$ cat src/design/hdpf_pkg.sv
`timescale 1ns / 1ps
package hdpf_pkg;

  localparam int POS_FRAC_BITS_DEF = 16;
  localparam int POS_INT_BITS_DEF  = 8;
  localparam int BOX_W             = 8;
  localparam int CFG_ADDR_W        = 2;
  localparam int BOX_HEIGHT_RST    = 16;
  localparam int STIFFNESS_RST     = 65536;

  typedef enum logic [CFG_ADDR_W-1:0] {
    REG_BOX_HEIGHT = 2'd0,
    REG_STIFFNESS  = 2'd1,
    REG_RAMP_START = 2'd2,
    REG_RAMP_END   = 2'd3
  } hdpf_reg_t;

  typedef struct packed {
    logic contact;
    logic coinc;
    logic pos_x;
    logic pos_y;
    logic band1;
    logic band2;
  } hdpf_flags_t;

endpackage

$ cat src/design/hdpf_front.sv
`timescale 1ns / 1ps
module hdpf_front import hdpf_pkg::*; #(
  parameter int POS_FRAC_BITS = POS_FRAC_BITS_DEF,
  parameter int POS_INT_BITS  = POS_INT_BITS_DEF,
  localparam int W = POS_INT_BITS + POS_FRAC_BITS,
  localparam int F = POS_FRAC_BITS
) (
  input  logic              clk,
  input  logic              rst_n,
  input  logic              en,
  input  logic              in_valid,
  input  logic [W-1:0]      x1,
  input  logic [W-1:0]      y1,
  input  logic [W-1:0]      x2,
  input  logic [W-1:0]      y2,
  input  logic [BOX_W-1:0]  box_height,
  input  logic [W-1:0]      ramp_start,
  input  logic [W-1:0]      ramp_end,
  output logic              out_valid,
  output hdpf_flags_t       flags,
  output logic [F-1:0]      mx,
  output logic [F-1:0]      my,
  output logic [W-1:0]      b1,
  output logic [W-1:0]      b2,
  output logic [2*F-1:0]    r2
);

  localparam int SW = (((W + 2) > (BOX_W + F + 1)) ? (W + 2) : (BOX_W + F + 1)) + 1;
  localparam logic [SW-1:0] ONE_V = SW'(1) << F;

  logic signed [SW-1:0] dx_s, dy_s, dyw_s, h_s, one_s, ax_s, ay_s;
  logic                 near;

  // stage 1 registers
  logic          v1_r, near1_r, px1_r, py1_r, bd1_r, bd2_r;
  logic [F-1:0]  mx1_r, my1_r;
  logic [W-1:0]  b11_r, b21_r;
  // stage 2 registers
  logic          v2_r, near2_r, px2_r, py2_r, bd12_r, bd22_r;
  logic [F-1:0]  mx2_r, my2_r;
  logic [W-1:0]  b12_r, b22_r;
  logic [2*F-1:0] sqx_r, sqy_r;
  // stage 3 registers
  logic           v3_r;
  hdpf_flags_t    fl3_r;
  logic [F-1:0]   mx3_r, my3_r;
  logic [W-1:0]   b13_r, b23_r;
  logic [2*F-1:0] r23_r;
  logic [2*F:0]   sum;

  always_comb begin
    dx_s  = $signed(SW'(x2)) - $signed(SW'(x1));
    dy_s  = $signed(SW'(y2)) - $signed(SW'(y1));
    h_s   = $signed(SW'({box_height, {F{1'b0}}}));
    one_s = $signed(ONE_V);
    if ((dy_s <<< 1) > h_s) begin
      dyw_s = dy_s - h_s;
    end else if ((dy_s <<< 1) < -h_s) begin
      dyw_s = dy_s + h_s;
    end else begin
      dyw_s = dy_s;
    end
    near = (dx_s < one_s) && (dx_s > -one_s) && (dyw_s < one_s) && (dyw_s > -one_s) &&
           (x1 < ramp_end) && (x2 < ramp_end);
    ax_s = dx_s[SW-1] ? -dx_s : dx_s;
    ay_s = dyw_s[SW-1] ? -dyw_s : dyw_s;
  end

  assign sum = {1'b0, sqx_r} + {1'b0, sqy_r};

  always_ff @(posedge clk) begin
    if (!rst_n) begin
      v1_r <= 1'b0;
      v2_r <= 1'b0;
      v3_r <= 1'b0;
    end else if (en) begin
      v1_r <= in_valid;
      v2_r <= v1_r;
      v3_r <= v2_r;
    end
  end

  always_ff @(posedge clk) begin
    if (en) begin
      near1_r <= near;
      px1_r   <= (dx_s > 0);
      py1_r   <= (dyw_s > 0);
      bd1_r   <= (ramp_start < x1) && (x1 < ramp_end);
      bd2_r   <= (ramp_start < x2) && (x2 < ramp_end);
      mx1_r   <= ax_s[F-1:0];
      my1_r   <= ay_s[F-1:0];
      b11_r   <= ramp_end - x1;
      b21_r   <= ramp_end - x2;

      near2_r <= near1_r;
      px2_r   <= px1_r;
      py2_r   <= py1_r;
      bd12_r  <= bd1_r;
      bd22_r  <= bd2_r;
      mx2_r   <= mx1_r;
      my2_r   <= my1_r;
      b12_r   <= b11_r;
      b22_r   <= b21_r;
      sqx_r   <= mx1_r * mx1_r;
      sqy_r   <= my1_r * my1_r;

      fl3_r.contact <= near2_r && !sum[2*F];
      fl3_r.coinc   <= near2_r && (sum == '0);
      fl3_r.pos_x   <= px2_r;
      fl3_r.pos_y   <= py2_r;
      fl3_r.band1   <= bd12_r;
      fl3_r.band2   <= bd22_r;
      mx3_r <= mx2_r;
      my3_r <= my2_r;
      b13_r <= b12_r;
      b23_r <= b22_r;
      r23_r <= sum[2*F-1:0];
    end
  end

  assign out_valid = v3_r;
  assign flags     = fl3_r;
  assign mx        = mx3_r;
  assign my        = my3_r;
  assign b1        = b13_r;
  assign b2        = b23_r;
  assign r2        = r23_r;

endmodule

$ cat config.mk
export PLATFORM = sky130hd
export DESIGN_NAME = hdpf_front
export DESIGN_NICKNAME = d
export VERILOG_FILES = /design/src/design/hdpf_pkg.sv /design/src/design/hdpf_front.sv
export SDC_FILE = /design/constraint.sdc
export NUM_CORES = 2
export LEC_CHECK = 0
export BUFFER_PORTS_ARGS = -buffer_cell sky130_fd_sc_hd__buf_4
export CAP_MARGIN = 15
export CORE_UTILIZATION = 35
export DETAILED_ROUTE_END_ITERATION = 10
export PLACE_DENSITY = 0.6
export SLEW_MARGIN = 40
export SYNTH_ARGS = -nofsm -noshare
export SYNTH_HDL_FRONTEND = slang
export SYNTH_SLANG_ARGS = --single-unit
$ cat constraint.sdc
create_clock -name clk -period 9.2 [get_ports clk]
set_input_delay 1.84 -clock clk [delete_from_list [all_inputs] [get_ports clk]]
set_output_delay 1.84 -clock clk [all_outputs]
set_load 0.005 [all_outputs]
# After elaboration in Yosys (flattened, before gate mapping)
# Cells that the tools add are included.
dict set report word_totals {
  reg_bits 355
  input_bits 156
  out_inout_bits 119
  word_cells 73
}
dict set report classes {
  add_sub_neg 10
  multipliers 2
  order_cmp 12
  mux 4
  n_reduce_logical 11
}
# cell count
set op_table {}
lappend op_table {{$lt 24x24->1} 4}
lappend op_table {{$mul 16x16->32} 2}
lappend op_table {{$mux 27} 2}
lappend op_table {{$sub 24x24->25} 2}
lappend op_table {{$sub 24x24->24} 2}
lappend op_table {{$add 32x32->33} 1}
lappend op_table {{$logic_not 33->1} 1}
lappend op_table {{$mux 16} 2}
lappend op_table {{$neg 16->16} 2}
lappend op_table {{$gt 27x1->1 const B} 1}
lappend op_table {{$gt 27x17->1 const B} 1}
lappend op_table {{$lt 26x27->1} 1}
lappend op_table {{$lt 27x18->1 const B} 1}
lappend op_table {{$neg 24->27} 1}
lappend op_table {{$add 25x25->26} 1}
lappend op_table {{$gt 26x25->1} 1}
lappend op_table {{$sub 25x25->26} 1}
lappend op_table {{$gt 25x1->1 const B} 1}
lappend op_table {{$gt 25x17->1 const B} 1}
lappend op_table {{$lt 25x18->1 const B} 1}
lappend op_table {{$logic_and 1x1->1} 9}
lappend op_table {{$logic_not 1->1} 1}

# Longest topological paths before layout
dict set report depth {
  ltp_word 9
  depth_mapped 28
  depth_no_buf 27
}

# Least setup slack after synthesis
# Ideal clock, no wire load.
dict set report synth_path {
  path_kind {input to register}
  from {input y1[7]}
  to {register near1_r, data pin}
  setup_ps 190
  t_arrival_ps 6797
  t_required_ps 9010
  path_slack_ps 2213
  path_stages 22
  path_buffers 1
  cell_sequence {inv_1 > ha_1 > a21o_1 > a21o_1 > a21o_1 > a221oi_4 > o21ai_1 > o31a_1 > o21a_1 > nor2_1 > xnor2_1 > ha_1 > nand4_1 > or2_2 > nor4_1 > or4b_1 > buf_2 > a22o_1 > a2111oi_1 > a21oi_1 > a2111o_1 > a2111oi_2}
}
dict set report synth_via {
  elab_chain_len 9
  word_cells_on_any_way 13
  cone_classes {add/sub (3); order compare (4); mux (2); reduce/logical (4)}
}
# element line_no
set synth_lines {}
lappend synth_lines {{start: declaration} hdpf_front.sv:13} ;# input logic [W-1:0] y1,
lappend synth_lines {{$sub 24x24->25 *} hdpf_front.sv:53} ;# dy_s = $signed(SW'(y2)) - $signed(SW'(y1));
lappend synth_lines {{$add 25x25->26 / $lt 26x27->1 (equally long branches)} {hdpf_front.sv:59, hdpf_front.sv:58}}
lappend synth_lines {{$mux 27} hdpf_front.sv:58} ;# end else if ((dy_s <<< 1) < -h_s) begin
lappend synth_lines {{$mux 27 *} hdpf_front.sv:56} ;# if ((dy_s <<< 1) > h_s) begin
lappend synth_lines {{$lt 27x18->1} hdpf_front.sv:63} ;# near = (dx_s < one_s) && (dx_s > -one_s) && (dyw_s < one_s) && (dyw_s > -one_s) &&
lappend synth_lines {{$logic_and 1x1->1} hdpf_front.sv:63}
lappend synth_lines {{$logic_and 1x1->1 * (2 in series)} hdpf_front.sv:63}
lappend synth_lines {{$logic_and 1x1->1 *} hdpf_front.sv:64} ;# (x1 < ramp_end) && (x2 < ramp_end);
lappend synth_lines {{net near} hdpf_front.sv:32} ;# logic near;
lappend synth_lines {{end signal: assignment} hdpf_front.sv:85} ;# near1_r <= near;
lappend synth_lines {{end: declaration} hdpf_front.sv:35} ;# logic v1_r, near1_r, px1_r, py1_r, bd1_r, bd2_r;
# The timed path passes the listed nets; every way through them passes the cells marked *.
# A chain may end at the register's enable or synchronous reset.

# Worst setup path after layout
dict set report layout_path {
  from {register my1_r[1]}
  to {register sqy_r[30], data pin}
}
dict set report layout_via {
  elab_chain_len 1
}
# element line_no
set layout_lines {}
lappend layout_lines {{start: declaration} hdpf_front.sv:36} ;# logic [F-1:0] mx1_r, my1_r;
lappend layout_lines {{start signal: assignment} hdpf_front.sv:91} ;# my1_r <= ay_s[F-1:0];
lappend layout_lines {{$mul 16x16->32} hdpf_front.sv:105} ;# sqy_r <= my1_r * my1_r;
lappend layout_lines {{end signal: assignment} hdpf_front.sv:105}
lappend layout_lines {{end: declaration} hdpf_front.sv:42} ;# logic [2*F-1:0] sqx_r, sqy_r;
# Every way passes these cells.

==> results by group <==
Status
  – Outcome: completed

Timing
  – Final Slew Violations: 0
  – Setup TNS Final: 0 ns
  – Min Clock Period, post-route: approximately 7.3 ns
  – Least-Margin Pin Slew: 0.844 ns
  – Final period util: 79.2%
  – Clk_skew: 0.0188 ns
  – RSZ-0062 raised after global routing: no
  – Relative slew margins: a little over two fifths
  – Final worst slack: 1.91 ns
  – F_max: 0.137 GHz
  – Final setup violation count: 0
  – Hold Vio Cnt, Final: 0

Route
  – Final ANT Viol Nets: 0
  – DRT iter0 DRCs: about 1300
  – Avg WL per Cell: 16.4 µm
  – Drt via density: 4.89
  – Number of detailed-route iterations in the first pass: 5
  – Drt drc: 0
  – DR vias: 23400
  – Total wire length: 78.6 mm

Final layout
  – Max reg flops: 32
  – Final net count: 4376
  – Filler cell count: ~9300
  – Layout Cell Area excl Fill: approximately 40000 µm²
  – Post-route insts no fill: between 4000 and 5000
  – P&R area growth vs syn: 15.1%
  – Share of layout cells above drive strength 1: 11.4%

Synth
  – Synth area leader: edfxtp_1
  – Total of flip-flops plus latches after synthesis: around 350
  – Synth async-reset ratio: 0%
  – Mean Syn Cell Area: 10.6 µm²
  – EDFF count, synth: 348
  – Count leader, synth: inv_1
  – Cells after synthesis: 3191
  – Synth unique cells: between 80 and 90
  – Synth warn: 0
  – Netlist Area Pre-Place: 33800 µm²
  – Synth top area share: ~31%
  – Top cells by area, synth: edfxtp_1 (31%), fa_1 (20%), ha_1 (15%), inv_1 (6.4%), xnor2_1 (3.6%)
  – Commonest cells post-synth: inv_1 (577), ha_1 (410), edfxtp_1 (348), fa_1 (335), nand2_1 (188)
  – Post-Syn Nets: 4092
  – Seq/Total Area, Yosys: 31.1%
  – Primary FF master, synth: edfxtp_1

Global routing
  – Number of antenna violations at the first check in global routing: 5
  – Vias in the first global route: 24300
  – First-pass GRT wire length: approximately 130 mm
  – GRT Total Usage: 16.3%
  – GRT overflow: 0
  – Largest net degree at the start of global routing: between 150 and 200

Critical path
  – Critical Path Source Type: register
  – Max FO, Critical Path: 19
  – R2R setup slack: 1.91 ns
  – CP Capture Type: register
  – Crit path DAT: about 7.6 ns
  – WP data required: ~9.5 ns
  – Worst setup path category: reg -> reg

Die
  – Die area: 97700 µm²
  – Core Rows: between 100 and 150
  – I/O Pins: 275
  – Die X-Extent: 313 µm
  – Core area: approximately 95000 µm²
  – Initial cell density of the core: 35.4%
  – Die Ht: 313 µm

Placed design
  – Pre-CTS WS: 1.37 ns
  – Placed insts: 4694
  – HPWL Detailed: 62.6 mm
  – Placed cell area: 37300 µm²
  – IO buf count: 274
  – Placer Congestion: 0.884

CTS
  – CTS tree: done
  – Post-CTS Setup Inserts: 0
  – CTS buffer count: 43
  – Clock Pin Slew Worst Setup and Hold Paths: 0.06 ns
  – # H-tree levels: 2
  – Clk root buf: clkbuf_16
  – # resized after CTS: 0
  – CTS Sinks: between 300 and 400
  – Clock Path Buffers: 3
  – # hold bufs at CTS: 0
  – Clock latency on the worst-skew pair: approximately 0.60 ns

Min path
  – Worst min path class: reg -> reg

Flow run
  – Max-cap violations: 0
==> through the flow <==
stage / hold WS, ns / utilization [%]
final: 0.410 / 40.8
after global routing: 0.418 / 40.8
after CTS: 0.413 / 40.7
after detailed placement: 0.405 / 39.2
after global placement: 0.402 / 39.2
after floorplan: 0.400 / -
==> layout make-up <==
cell class	count	area, µm²	area share (%)
multi-input combinational	2215	20900	53.8
sequential	351	10500	27.0
timing repair buffer	286	2190	5.65
inverter	578	2170	5.58
tap	1265	1580	4.07
clock buffer	49	1100	2.83
clock inverter	30	385	0.991
antenna	5	12.5	0.0322
==> final timing paths <==
check                     startpoint  depth (start not counted)             endpoint
setup / recovery  my1_r[1]$_DFFE_PP_                         22  sqy_r[30]$_DFFE_PP_
hold / removal    b22_r[9]$_DFFE_PP_                          0      b2[9]$_DFFE_PP_
setup reg to reg  my1_r[1]$_DFFE_PP_                         22  sqy_r[30]$_DFFE_PP_
hold reg to reg   b22_r[9]$_DFFE_PP_                          0      b2[9]$_DFFE_PP_
==> layout by cell type, fill, tap and decap left out, types with 7 or more instances in the layout <==
cell type / n
o31ai_1: 9
or3_1: 16
o21a_1: 27
edfxtp_1: 348
inv_1: 577
buf_4: 281
mux2_2: 8
and3_1: 23
nand3_1: 45
and2_1: 118
nor2_1: 167
nand4_1: 26
nor2b_1: 47
xnor2_1: 138
nand2_1: 188
a21boi_0: 7
xor2_1: 73
a21oi_1: 145
nor4_1: 16
o21ai_0: 76
clkbuf_16: 43
or2_2: 15
mux2i_1: 7
nor3_1: 37
o21bai_1: 23
nand2b_1: 38
ha_1: 410
a21o_1: 59
o211ai_1: 11
a31oi_1: 23
a211oi_1: 13
fa_1: 335
==> metal layers <==
layer  global-route usage (%)  part of all wire (%)  wire (µm)
met3                     2.93                   4.8       3760
met2                     28.1                    49      38500
met1                     21.2                    44      34800
met4                     3.98                   1.9       1530
met5                        0                     0          0
==> kinds of logic (layout without fill, tap and decap cells) <==
family / count (synthesis) / count (layout) / share of synthesized area [%]
other: 0 / 5 / 0
flip-flops: 351 / 351 / 31.1
XOR/XNOR: 212 / 212 / 5.52
AND/OR/NAND/NOR: 761 / 761 / 11.3
adder cells (fa/ha/maj): 745 / 745 / 35.1
multiplexers: 15 / 15 / 0.474
buffers and inverters: 625 / 943 / 6.96
AO/OA/AOI/OAI: 482 / 482 / 9.53
==> worst max-delay path, stage by stage, from the launching register on <==
cell and delay, ns:
edfxtp_1 0.90, nand2_1 0.18, fa_1 0.58, inv_1 0.06, fa_1 0.46, fa_1 0.48
fa_1 0.49, inv_1 0.05, fa_1 0.56, inv_1 0.07, fa_1 0.49, ha_1 0.36
o21ai_0 0.34, nand2b_1 0.09, a21oi_1 0.15, a31oi_1 0.10, a41oi_1 0.40, a211oi_1 0.18
o31ai_1 0.32, a21boi_0 0.17, a311oi_1 0.30, o21ai_0 0.14, xor2_1 0.15
Power is left out: the tool's default activity adds up to more than one toggle a clock period on the data nets, which glitch-free logic cannot reach.
