### config.mk
export PLATFORM = sky130hd
export DESIGN_NAME = hdpf_isqrt
export DESIGN_NICKNAME = d
export VERILOG_FILES = /design/src/design/hdpf_isqrt.sv
export SDC_FILE = /design/constraint.sdc
export NUM_CORES = 1
export LEC_CHECK = 0
export ABC_AREA = 1
export BUFFER_PORTS_ARGS = -buffer_cell sky130_fd_sc_hd__buf_2
export CAP_MARGIN = 10
export CORE_ASPECT_RATIO = 1.75
export CORE_MARGIN = 1.5
export CORE_UTILIZATION = 57
export CTS_CLUSTER_DIAMETER = 30
export DETAILED_ROUTE_END_ITERATION = 10
export GPL_ROUTABILITY_DRIVEN = 0
export HOLD_SLACK_MARGIN = 0.12
export PLACE_DENSITY_LB_ADDON = 0.3
export SYNTH_ARGS = -nofsm -noshare
export SYNTH_HDL_FRONTEND = slang
export SYNTH_SLANG_ARGS = --single-unit
### constraint.sdc
create_clock -name clk -period 2.1 [get_ports clk]
set_clock_uncertainty 0.2 [all_clocks]
set_input_delay 0.21 -clock clk [delete_from_list [all_inputs] [get_ports clk]]
set_output_delay 0.21 -clock clk [all_outputs]
set_load 0.005 [all_outputs]
### src/design/hdpf_isqrt.sv
`timescale 1ns / 1ps
module hdpf_isqrt #(
  parameter int R    = 16,
  parameter int SB_W = 1
) (
  input  logic            clk,
  input  logic            rst_n,
  input  logic            en,
  input  logic            in_valid,
  input  logic [2*R-1:0]  v,
  input  logic [SB_W-1:0] in_sb,
  output logic            out_valid,
  output logic [R-1:0]    root,
  output logic [SB_W-1:0] out_sb
);

  logic [R-1:0]    vld_r;
  logic [R:0]      rem_r [R];
  logic [R-1:0]    q_r   [R];
  logic [2*R-1:0]  rad_r [R];
  logic [SB_W-1:0] sb_r  [R];

  for (genvar i = 0; i < R; i++) begin : g_stage
    logic            pv;
    logic [R:0]      prem;
    logic [R-1:0]    pq;
    logic [2*R-1:0]  prad;
    logic [SB_W-1:0] psb;
    logic [R+2:0]    rsh, trial;

    if (i == 0) begin : g_first
      assign pv   = in_valid;
      assign prem = '0;
      assign pq   = '0;
      assign prad = v;
      assign psb  = in_sb;
    end else begin : g_next
      assign pv   = vld_r[i-1];
      assign prem = rem_r[i-1];
      assign pq   = q_r[i-1];
      assign prad = rad_r[i-1];
      assign psb  = sb_r[i-1];
    end

    assign rsh   = {prem, prad[2*R-1:2*R-2]};
    assign trial = (R+3)'({pq, 2'b01});

    always_ff @(posedge clk) begin
      if (!rst_n) begin
        vld_r[i] <= 1'b0;
      end else if (en) begin
        vld_r[i] <= pv;
      end
    end

    always_ff @(posedge clk) begin
      if (en) begin
        if (rsh >= trial) begin
          rem_r[i] <= (R+1)'(rsh - trial);
          q_r[i]   <= {pq[R-2:0], 1'b1};
        end else begin
          rem_r[i] <= rsh[R:0];
          q_r[i]   <= {pq[R-2:0], 1'b0};
        end
        rad_r[i] <= {prad[2*R-3:0], 2'b00};
        sb_r[i]  <= psb;
      end
    end
  end

  assign out_valid = vld_r[R-1];
  assign root      = q_r[R-1];
  assign out_sb    = sb_r[R-1];

endmodule

==> results of run 1 <==
==> cells by family after synthesis <==
group	synth area share
buf+inv	0.0738
xor+xnor	0.0248
flops	0.579
simple gates	0.224
fa+ha+maj	0.0577
compound gates	0.0412
==> per-layer routing <==
layer  global-route usage  GRT overflow
met3                0.344             0
met1                0.477             3
met2                0.721            91
met5                0.149             0
met4                0.520            75
==> stage by stage <==
step	utilization	setup TNS (ns)	hold slack [ns]
after floorplan	-	0	0.109
after global placement	0.661	-35.72	0.186
after CTS	0.822	-11.72	0.146
after detailed placement	0.661	-41.07	0.188
==> repair_timing <==
action | CTS
buffers inserted | 156
hold endpoints to repair | 202
gates cloned | 17
hold buffers | 80
pin swaps | 280
setup endpoints to repair | 232
gates resized for setup | 820
==> metrics.md, run 1 <==
| Metric | Value |
|---|---|
| Max Root-Sink Buffers | `3` |
| Syn Inst Count | `3457` |
| Synthesized net count | `3647` |
| Seq/Total Area, Yosys | `0.579` |
| Grt total ovfl | `169` |
| Error msg | `[ERROR GRT-0116] Global routing finished with congestion. Check the congestion regions in the DRC Viewer.` |
| Vias in the first global route | `36400` |
| Yosys reg bits | `645` |
| Yosys top cell by area | `edfxtp_1` |
| Outcome | `stopped before the end` |
| Post-Syn Area | `33200 um^2` |
| Halt Stage | `global routing` |
| Post-synth ARST share | `0` |
| Dpl ws | `-0.396 ns` |
| Post-synth EDFFs | `628` |
| Std cell rows | `116` |
| Most frequent cells after synthesis | `nand2_1 (918), edfxtp_1 (628), inv_1 (547)` |
| TritonCTS Buffers | `94` |
| Final HPWL DP | `62.7 mm` |
| Synth Flop Type | `edfxtp_1` |
| H-tree depth | `3` |
| First-pass GRT wire length | `226 mm` |
| Top-count cell post-synth | `nand2_1` |
| CTS Root Cell | `clkbuf_16` |
| Synth warn | `0` |
| Synth area leaders | `edfxtp_1 (57%), nand2_1 (10%), inv_1 (6.2%)` |
| Total GRT Usage | `0.517` |
| Yosys top cell area share | `0.569` |
| Synth cell types | `54` |
| Starting Density | `0.578` |
| Largest net degree at the start of global routing | `108` |
| Ports | `55` |
| Post-DP Area | `37900 um^2` |
| Die width | `185 um` |
| CTS sink cnt | `645` |
| Dpl cells | `4705` |
| Port buffer count | `54` |
| Die Y | `322 um` |
| Syn Area/Cell | `9.59 um^2` |
==> inputs of run 2 (changes only) <==
==> config.mk (replaced) <==
export PLATFORM = sky130hd
export DESIGN_NAME = hdpf_isqrt
export DESIGN_NICKNAME = d
export VERILOG_FILES = /design/src/design/hdpf_isqrt.sv
export SDC_FILE = /design/constraint.sdc
export NUM_CORES = 1
export LEC_CHECK = 0
export ABC_AREA = 1
export BUFFER_PORTS_ARGS = -buffer_cell sky130_fd_sc_hd__buf_2
export CAP_MARGIN = 10
export CORE_MARGIN = 1.5
export CORE_UTILIZATION = 40
export DETAILED_ROUTE_END_ITERATION = 10
export GPL_ROUTABILITY_DRIVEN = 0
export PLACE_DENSITY_LB_ADDON = 0.15
export SYNTH_ARGS = -nofsm -noshare
export SYNTH_HDL_FRONTEND = slang
export SYNTH_SLANG_ARGS = --single-unit
==> constraint.sdc (replaced) <==
create_clock -name clk -period 2.73 [get_ports clk]
set_clock_uncertainty 0.2 [all_clocks]
set_input_delay 0.273 -clock clk [delete_from_list [all_inputs] [get_ports clk]]
set_output_delay 0.273 -clock clk [all_outputs]
set_load 0.005 [all_outputs]
==> run 2 against run 1 <==
Net effect: the run now ends clean; synthesized cell count did not move; synthesized area did not move.
==> metrics.md, run 2 <==
| Metric | Value |
|---|---|
| Ports | `55 (unchanged)` |
| Setup slack after layout | `0.148 ns` |
| Total GRT Usage | `0.165` |
| Post-synth EDFFs | `628 (unchanged)` |
| Final hold viol count | `0` |
| Reg area | `19200 um^2` |
| Multi-input logic area | `11500 um^2` |
| Vias in the first global route | `21800` |
| Seq/Total Area, Yosys | `0.579 (unchanged)` |
| Pre-Repair DR Iteration Count | `6` |
| P per Cell Area | `725 nW/um^2` |
| Dpl ws | `0.107 ns (was -0.396 ns)` |
| Synth warn | `0 (unchanged)` |
| Grt total ovfl | `0` |
| H-tree depth | `3 (unchanged)` |
| CP max-delay cell | `edfxtp_1` |
| Crit path cell chain | `ha_1 -> a21oi_1 -> a21boi_1 -> nand3_1 -> nand2_4 -> nand2_4 -> nand3_1 -> nand2_1` |
| Synth area leaders | `edfxtp_1 (57%), nand2_1 (10%), inv_1 (6.2%) (unchanged)` |
| Leak | `16.6 nW` |
| Max reg flops | `240` |
| Top-count cell post-synth | `nand2_1 (unchanged)` |
| Yosys top cell by area | `edfxtp_1 (unchanged)` |
| RSZ-0062 raised after global routing | `false` |
| Starting Density | `0.404 (was 0.578)` |
| Most flops, register | `rad_r` |
| CTS sink cnt | `645 (unchanged)` |
| Setup tns final | `0 ns` |
| Post-synth ARST share | `0 (unchanged)` |
| Hold crit path type | `in2reg` |
| Fin util | `0.457` |
| Max Root-Sink Buffers | `3 (unchanged)` |
| CTS Root Cell | `clkbuf_16 (unchanged)` |
| Yosys reg bits | `645 (unchanged)` |
| Final setup fails | `0` |
| Startpoint types | `register` |
| Stages on worst setup path | `8` |
| R2r setup slk | `0.15 ns` |
| Most frequent cells in the layout | `nand2_1 (918), edfxtp_1 (628), inv_1 (547), nor2_1 (318), nand3_1 (274)` |
| Post-route antenna net violation count | `0` |
| Design Power | `27.2 mW` |
| Synthesis-to-layout area growth | `13.2%` |
| Filler cell count | `7825` |
| Die Y | `291 um (was 322 um)` |
| Port buffer count | `54 (unchanged)` |
| Die ar. | `84600 um^2` |
| WL/cell | `14.6 um` |
| Fmax achieved | `387 MHz` |
| Post-Syn Area | `33200 um^2 (unchanged)` |
| Antenna violations before repair | `0` |
| CP arrival | `2.74 ns` |
| Crit end category | `register` |
| Tcrit/Tclk final | `0.946` |
| Outcome | `finished, final reports clean (was stopped before the end)` |
| Peak per-stage delay on the critical path | `0.44 ns` |
| Most frequent cells after synthesis | `nand2_1 (918), edfxtp_1 (628), inv_1 (547) (unchanged)` |
| Slew HR | `0.542` |
| Post CTS Setup Buffer Count | `0 (was 156)` |
| Iter 0 DRT Violations | `1457` |
| Final HPWL DP | `51.5 mm (was 62.7 mm)` |
| Regs by FF count | `rad_r: 240 flops, rem_r: 237 flops, q_r: 136 flops` |
| Synthesized net count | `3647 (unchanged)` |
| Via count | `22400` |
| CTS tree | `built` |
| Largest net degree at the start of global routing | `113` |
| Final #Nets | `3800` |
| Clock transition at path regs | `0.06 ns` |
| Synth Flop Type | `edfxtp_1 (unchanged)` |
| Core area | `82100 um^2` |
| WP data required | `2.89 ns` |
| Residual DRC | `0` |
| Min-Delay Path Depth | `2` |
| First-pass GRT wire length | `113 mm` |
| N_diodes | `0` |
| CP Class | `reg2reg` |
| Die width | `291 um (was 185 um)` |
| Crit-path max FO | `18` |
| IR Drop Worst-Case VDD | `0.406 mV` |
| Kind of cell adding the most delay to the critical path | `simple AND/OR/NAND/NOR gates` |
| Share of layout cells above drive strength 1 | `0.0802` |
| TritonCTS Buffers | `75 (was 94)` |
| Worst-Margin Slew | `0.688 ns` |
| Hold_ws | `0.155 ns` |
| Max cap viols | `0` |
| Final wirelength | `69.4 mm` |
| Min Clock Period, post-route | `2.58 ns` |
| Syn Inst Count | `3457 (unchanged)` |
| Synth cell types | `54 (unchanged)` |
| Yosys top cell area share | `0.569 (unchanged)` |
| Avg Vias per Cell | `4.73` |
| Most common cell after layout, fill and taps aside | `nand2_1` |
| Clk_lat worst skew | `0.63 ns` |
| Syn Area/Cell | `9.59 um^2 (unchanged)` |
| Std cell rows | `105 (was 116)` |
| Final Slew Violations | `0` |
| R2R depth | `8` |
| Buffers plus inverters on the worst setup path | `0` |
run 2: kinds of logic after synthesis:
| family | after synthesis | synth area share |
|---|---|---|
| simple gates | 1710 | 0.224 |
| flops | 645 | 0.579 |
| buf+inv | 609 | 0.0738 |
| compound gates | 247 | 0.0412 |
| fa+ha+maj | 153 | 0.0577 |
| xor+xnor | 93 | 0.0248 |
run 2: final cells by class:
class	count	area share
Clock buffer	92	0.0522
Clock inverter	43	0.0118
Inverter	557	0.0557
Multi-Input combinational cell	2203	0.307
Sequential cell	645	0.511
Tap cell	1070	0.0357
Timing Repair Buffer	128	0.0261
run 2: path summary, 6_finish.rpt:
| check | start | endpoint |
|---|---|---|
| setup / recovery | rem_r[1][42] | rem_r[1][61] |
| hold / removal | v[23] | rad_r[0][23] |
| setup reg to reg | rem_r[1][42] | rem_r[1][61] |
| hold reg to reg | rad_r[1][86] | rad_r[1][118] |
run 2: routing by layer:
metal / global-route usage / vias to the layer above / routed length [um]
li1: - / 11700 / -
met1: 0.230 / 10200 / 33100
met2: 0.264 / 403 / 31200
met3: 0.0283 / 109 / 3440
met4: 0.0497 / 0 / 1610
met5: 0 / - / 0
run 2: what timing repair did:
action | CTS | global route
resized for setup | 0 | 5
hold buffers | 37 | 0
setup endpoints to repair | 0 | 46
endpoints found under the hold margin | 53 | 0
run 2: where the power goes:
| part | switching [mW] | total, mW | internal [mW] |
|---|---|---|---|
| Sequential | 0.615 | 12.7 | 12.1 |
| Clock | 4.07 | 9.64 | 5.57 |
| Combinational | 3.16 | 4.85 | 1.69 |
| Total | 7.84 | 27.2 | 19.4 |
run 2: worst register-to-register path, stage by stage, from the launching register on:
cell,delay [ns]
edfxtp_1,0.44
ha_1,0.39
a21oi_1,0.24
a21boi_1,0.27
nand3_1,0.18
nand2_4,0.21
nand2_4,0.17
nand3_1,0.13
nand2_1,0.09
run 2: through the flow:
stage | instance area (um^2) | instances
floorplan | 33200 | 3457
global placement | 34800 | 4566
detailed placement | 34800 | 4566
CTS | 37500 | 4738
global route | 37600 | 4738
finish | 37600 | 4738
(Power assumes the default switching activity.)
==> inputs of run 3 (changes only) <==
==> constraint.sdc (replaced) <==
create_clock -name clk -period 2.15 [get_ports clk]
set_clock_uncertainty 0.2 [all_clocks]
set_input_delay 0.215 -clock clk [delete_from_list [all_inputs] [get_ports clk]]
set_output_delay 0.215 -clock clk [all_outputs]
set_load 0.005 [all_outputs]
==> run 3 against run 2 <==
Net effect: the flow now finishes with violations (setup timing); flip-flop and latch count unchanged; register-to-register slack got worse by 0.29 ns; routed wire length increased by 24%; critical path type unchanged.
==> metrics.md, run 3 (synthesized netlist as in run 2, its figures left out) <==
| Metric | Value |
|---|---|
| CP Class | `reg2reg (unchanged)` |
| Iter 0 DRT Violations | `1511 (was 1457)` |
| Filler cell count | `6607 (was 7825)` |
| Clock transition at path regs | `0.07 ns (was 0.06 ns)` |
| Avg Vias per Cell | `4.78 (was 4.73)` |
| Crit path cell chain | `inv_2 -> ha_4 -> a21oi_2 -> nor2_1 -> nor2_2 -> nand3_4 -> nand2_8 -> buf_12 -> nand2_8 -> buf_6 (was ha_1 -> a21oi_1 -> a21boi_1 -> nand3_1 -> nand2_4 -> nand2_4 -> nand3_1 -> nand2_1)` |
| Final Slew Violations | `0 (unchanged)` |
| Worst path most repeated cell | `nand2_8` |
| IR Drop Worst-Case VDD | `0.627 mV (was 0.406 mV)` |
| Outcome | `complete, but fails checks (was finished, final reports clean)` |
| CP max-delay cell | `edfxtp_1 (unchanged)` |
| Share of layout cells above drive strength 1 | `0.432 (was 0.0802)` |
| Final setup fails | `96 (was 0)` |
| Logic pwr share | `0.293 (was 0.178)` |
| Antenna violations before repair | `0 (unchanged)` |
| Die width | `291 um (unchanged)` |
| CTS tree | `built (unchanged)` |
| First-pass GRT wire length | `130 mm (was 113 mm)` |
| Setup slack after layout | `-0.144 ns (was 0.148 ns)` |
| Core area | `82100 um^2 (unchanged)` |
| R2r setup slk | `-0.14 ns (was 0.15 ns)` |
| CP arrival | `2.48 ns (was 2.74 ns)` |
| Ports | `55 (unchanged)` |
| Most common cell after layout, fill and taps aside | `buf_4 (was nand2_1)` |
| Post-route antenna net violation count | `0 (unchanged)` |
| Pre-Repair DR Iteration Count | `5 (was 6)` |
| Final hold viol count | `0 (unchanged)` |
| WL/cell | `15.6 um (was 14.6 um)` |
| Largest net degree at the start of global routing | `131 (was 113)` |
| Clk_lat worst skew | `0.63 ns (about the same)` |
| Clock power share | `0.306 (was 0.354)` |
| Internal | `28.2 mW (was 19.4 mW)` |
| Synthesis-to-layout area growth | `47.1% (was 13.2%)` |
| Die Y | `291 um (unchanged)` |
| Most flops, register | `rad_r (unchanged)` |
| Vias in the first global route | `25200 (was 21800)` |
| Min Clock Period, post-route | `2.29 ns (was 2.58 ns)` |
| Kind of cell adding the most delay to the critical path | `simple AND/OR/NAND/NOR gates (unchanged)` |
| Sequential power share | `0.401 (was 0.468)` |
| Multi-input logic area | `16300 um^2 (was 11500 um^2)` |
| Die ar. | `84600 um^2 (unchanged)` |
| Max cap viols | `0 (unchanged)` |
| Tcrit/Tclk final | `1.07 (was 0.946)` |
| Fmax achieved | `436 MHz (was 387 MHz)` |
| Worst-Margin Slew | `0.763 ns (was 0.688 ns)` |
| Crit-path max FO | `9 (was 18)` |
| Slew HR | `0.492 (was 0.542)` |
| Reg area | `19200 um^2 (about the same)` |
| Final #Nets | `4575 (was 3800)` |
| Final HPWL DP | `55.8 mm (was 51.5 mm)` |
| Buffers plus inverters on the worst setup path | `3 (was 0)` |
| CTS sink cnt | `645 (unchanged)` |
| Dpl ws | `-0.331 ns (was 0.107 ns)` |
| WP data required | `2.34 ns (was 2.89 ns)` |
| Grt total ovfl | `0 (unchanged)` |
| Max reg flops | `240 (unchanged)` |
| Port buffer count | `54 (unchanged)` |
| Leak | `21.1 nW (was 16.6 nW)` |
| Max Root-Sink Buffers | `3 (unchanged)` |
| Startpoint types | `register (unchanged)` |
| Via count | `26300 (was 22400)` |
| Hold crit path type | `in2reg (unchanged)` |
| H-tree depth | `3 (unchanged)` |
| P per Cell Area | `832 nW/um^2 (was 725 nW/um^2)` |
| Switching Fraction | `0.305 (was 0.288)` |
| Residual DRC | `0 (unchanged)` |
| Total GRT Usage | `0.191 (was 0.165)` |
| Crit end category | `register (unchanged)` |
| CTS Root Cell | `clkbuf_16 (unchanged)` |
| N_diodes | `0 (unchanged)` |
| Design Power | `40.6 mW (was 27.2 mW)` |
| TritonCTS Buffers | `73 (was 75)` |
| Most frequent cells in the layout | `buf_4 (687), edfxtp_1 (628), nand2_1 (622), inv_1 (434), nand2_2 (240) (was nand2_1 (918), edfxtp_1 (628), inv_1 (547), nor2_1 (318), nand3_1 (274))` |
| Violated checks | `setup timing` |
| Peak per-stage delay on the critical path | `0.43 ns (was 0.44 ns)` |
| Regs by FF count | `rad_r: 240 flops, rem_r: 237 flops, q_r: 136 flops (unchanged)` |
| Std cell rows | `105 (unchanged)` |
| Starting Density | `0.404 (unchanged)` |
| Net Switching | `12.4 mW (was 7.84 mW)` |
| Final wirelength | `86.1 mm (was 69.4 mm)` |
| RSZ-0062 raised after global routing | `true (was false)` |
-- run 3: changes by cell type in the layout (fill, tap and decap cells not counted), moves of 102 or more --
cell,previous run,this run
buf_4,33,687
ha_1,153,49
ha_4,0,103
inv_1,547,434
inv_2,9,111
nand2_1,918,622
nand2_2,15,240
nand3_1,274,157
-- run 3: worst paths after layout --
path | start | endpoint | cells after the start
hold / removal | en | sb_r[0][0] | 2
setup reg to reg | q_r[1][54] | q_r[1][64] | 10
hold reg to reg | rad_r[1][81] | rad_r[1][113] | 0
setup / recovery | q_r[1][54] | q_r[1][64] | 10
-- run 3: final cells by class --
class | instances | share of cell area
clock buffers | 88 | 0.0388
clock inverters | 45 | 0.0104
inverters | 557 | 0.0437
multi-input cells | 2214 | 0.334
flip-flops and latches | 645 | 0.394
well taps | 1070 | 0.0274
repair buffers | 893 | 0.152
repair inverters | 1 | 0.000180
-- run 3: repair_timing --
item                                    in CTS  in global routing
setup buffers                              152                128
hold endpoints to repair                    51                  0
endpoints found under the setup margin     221                242
gates cloned                                14                  5
hold buffers                                36                  0
pin swaps                                  184                356
gates resized for setup                    517                715
-- run 3: worst register-to-register path, stage by stage (launching register included) --
cell	delay, ns
edfxtp_1	0.43
inv_2	0.10
ha_4	0.22
a21oi_2	0.18
nor2_1	0.09
nor2_2	0.19
nand3_4	0.13
nand2_8	0.19
buf_12	0.14
nand2_8	0.07
buf_6	0.12
-- run 3: metrics by stage --
step / utilization / cell area [um^2] / std cells / setup TNS, ns / hold slack, ns
2_1_floorplan: - / 33200 / 3457 / 0 / 0.114
6_report: 0.594 / 48800 / 5513 / -3.71 / 0.0394
3_3_place_gp: 0.470 / 38600 / 5064 / -27.98 / 0.191
4_1_cts: 0.551 / 45300 / 5397 / -0.871 / 0.0367
3_5_place_dp: 0.470 / 38600 / 5064 / -30.96 / 0.193
5_1_grt: 0.594 / 48800 / 5513 / -13.88 / 0.0694
-- run 3: metal layers --
metal | global-route usage | share of wire | up-vias | wire length [um]
met2 | 0.318 | 0.48 | 517 | 41700
met4 | 0.0641 | 0.031 | 0 | 2700
met5 | 0 | 0 | - | 0
met3 | 0.0266 | 0.040 | 185 | 3450
met1 | 0.257 | 0.44 | 12300 | 38300
li1 | - | - | 13300 | -
-- run 3: power groups by stage --
stage / clock [mW] / sequential, mW / combinational [mW]
detailed placement: 0 / 16.3 / 7.91
CTS: 12.8 / 16.2 / 9.84
global route: 13.3 / 16.4 / 12.9
global placement: 0 / 16.3 / 7.91
floorplan: 0 / 16.1 / 4.64
finish: 12.4 / 16.3 / 11.9
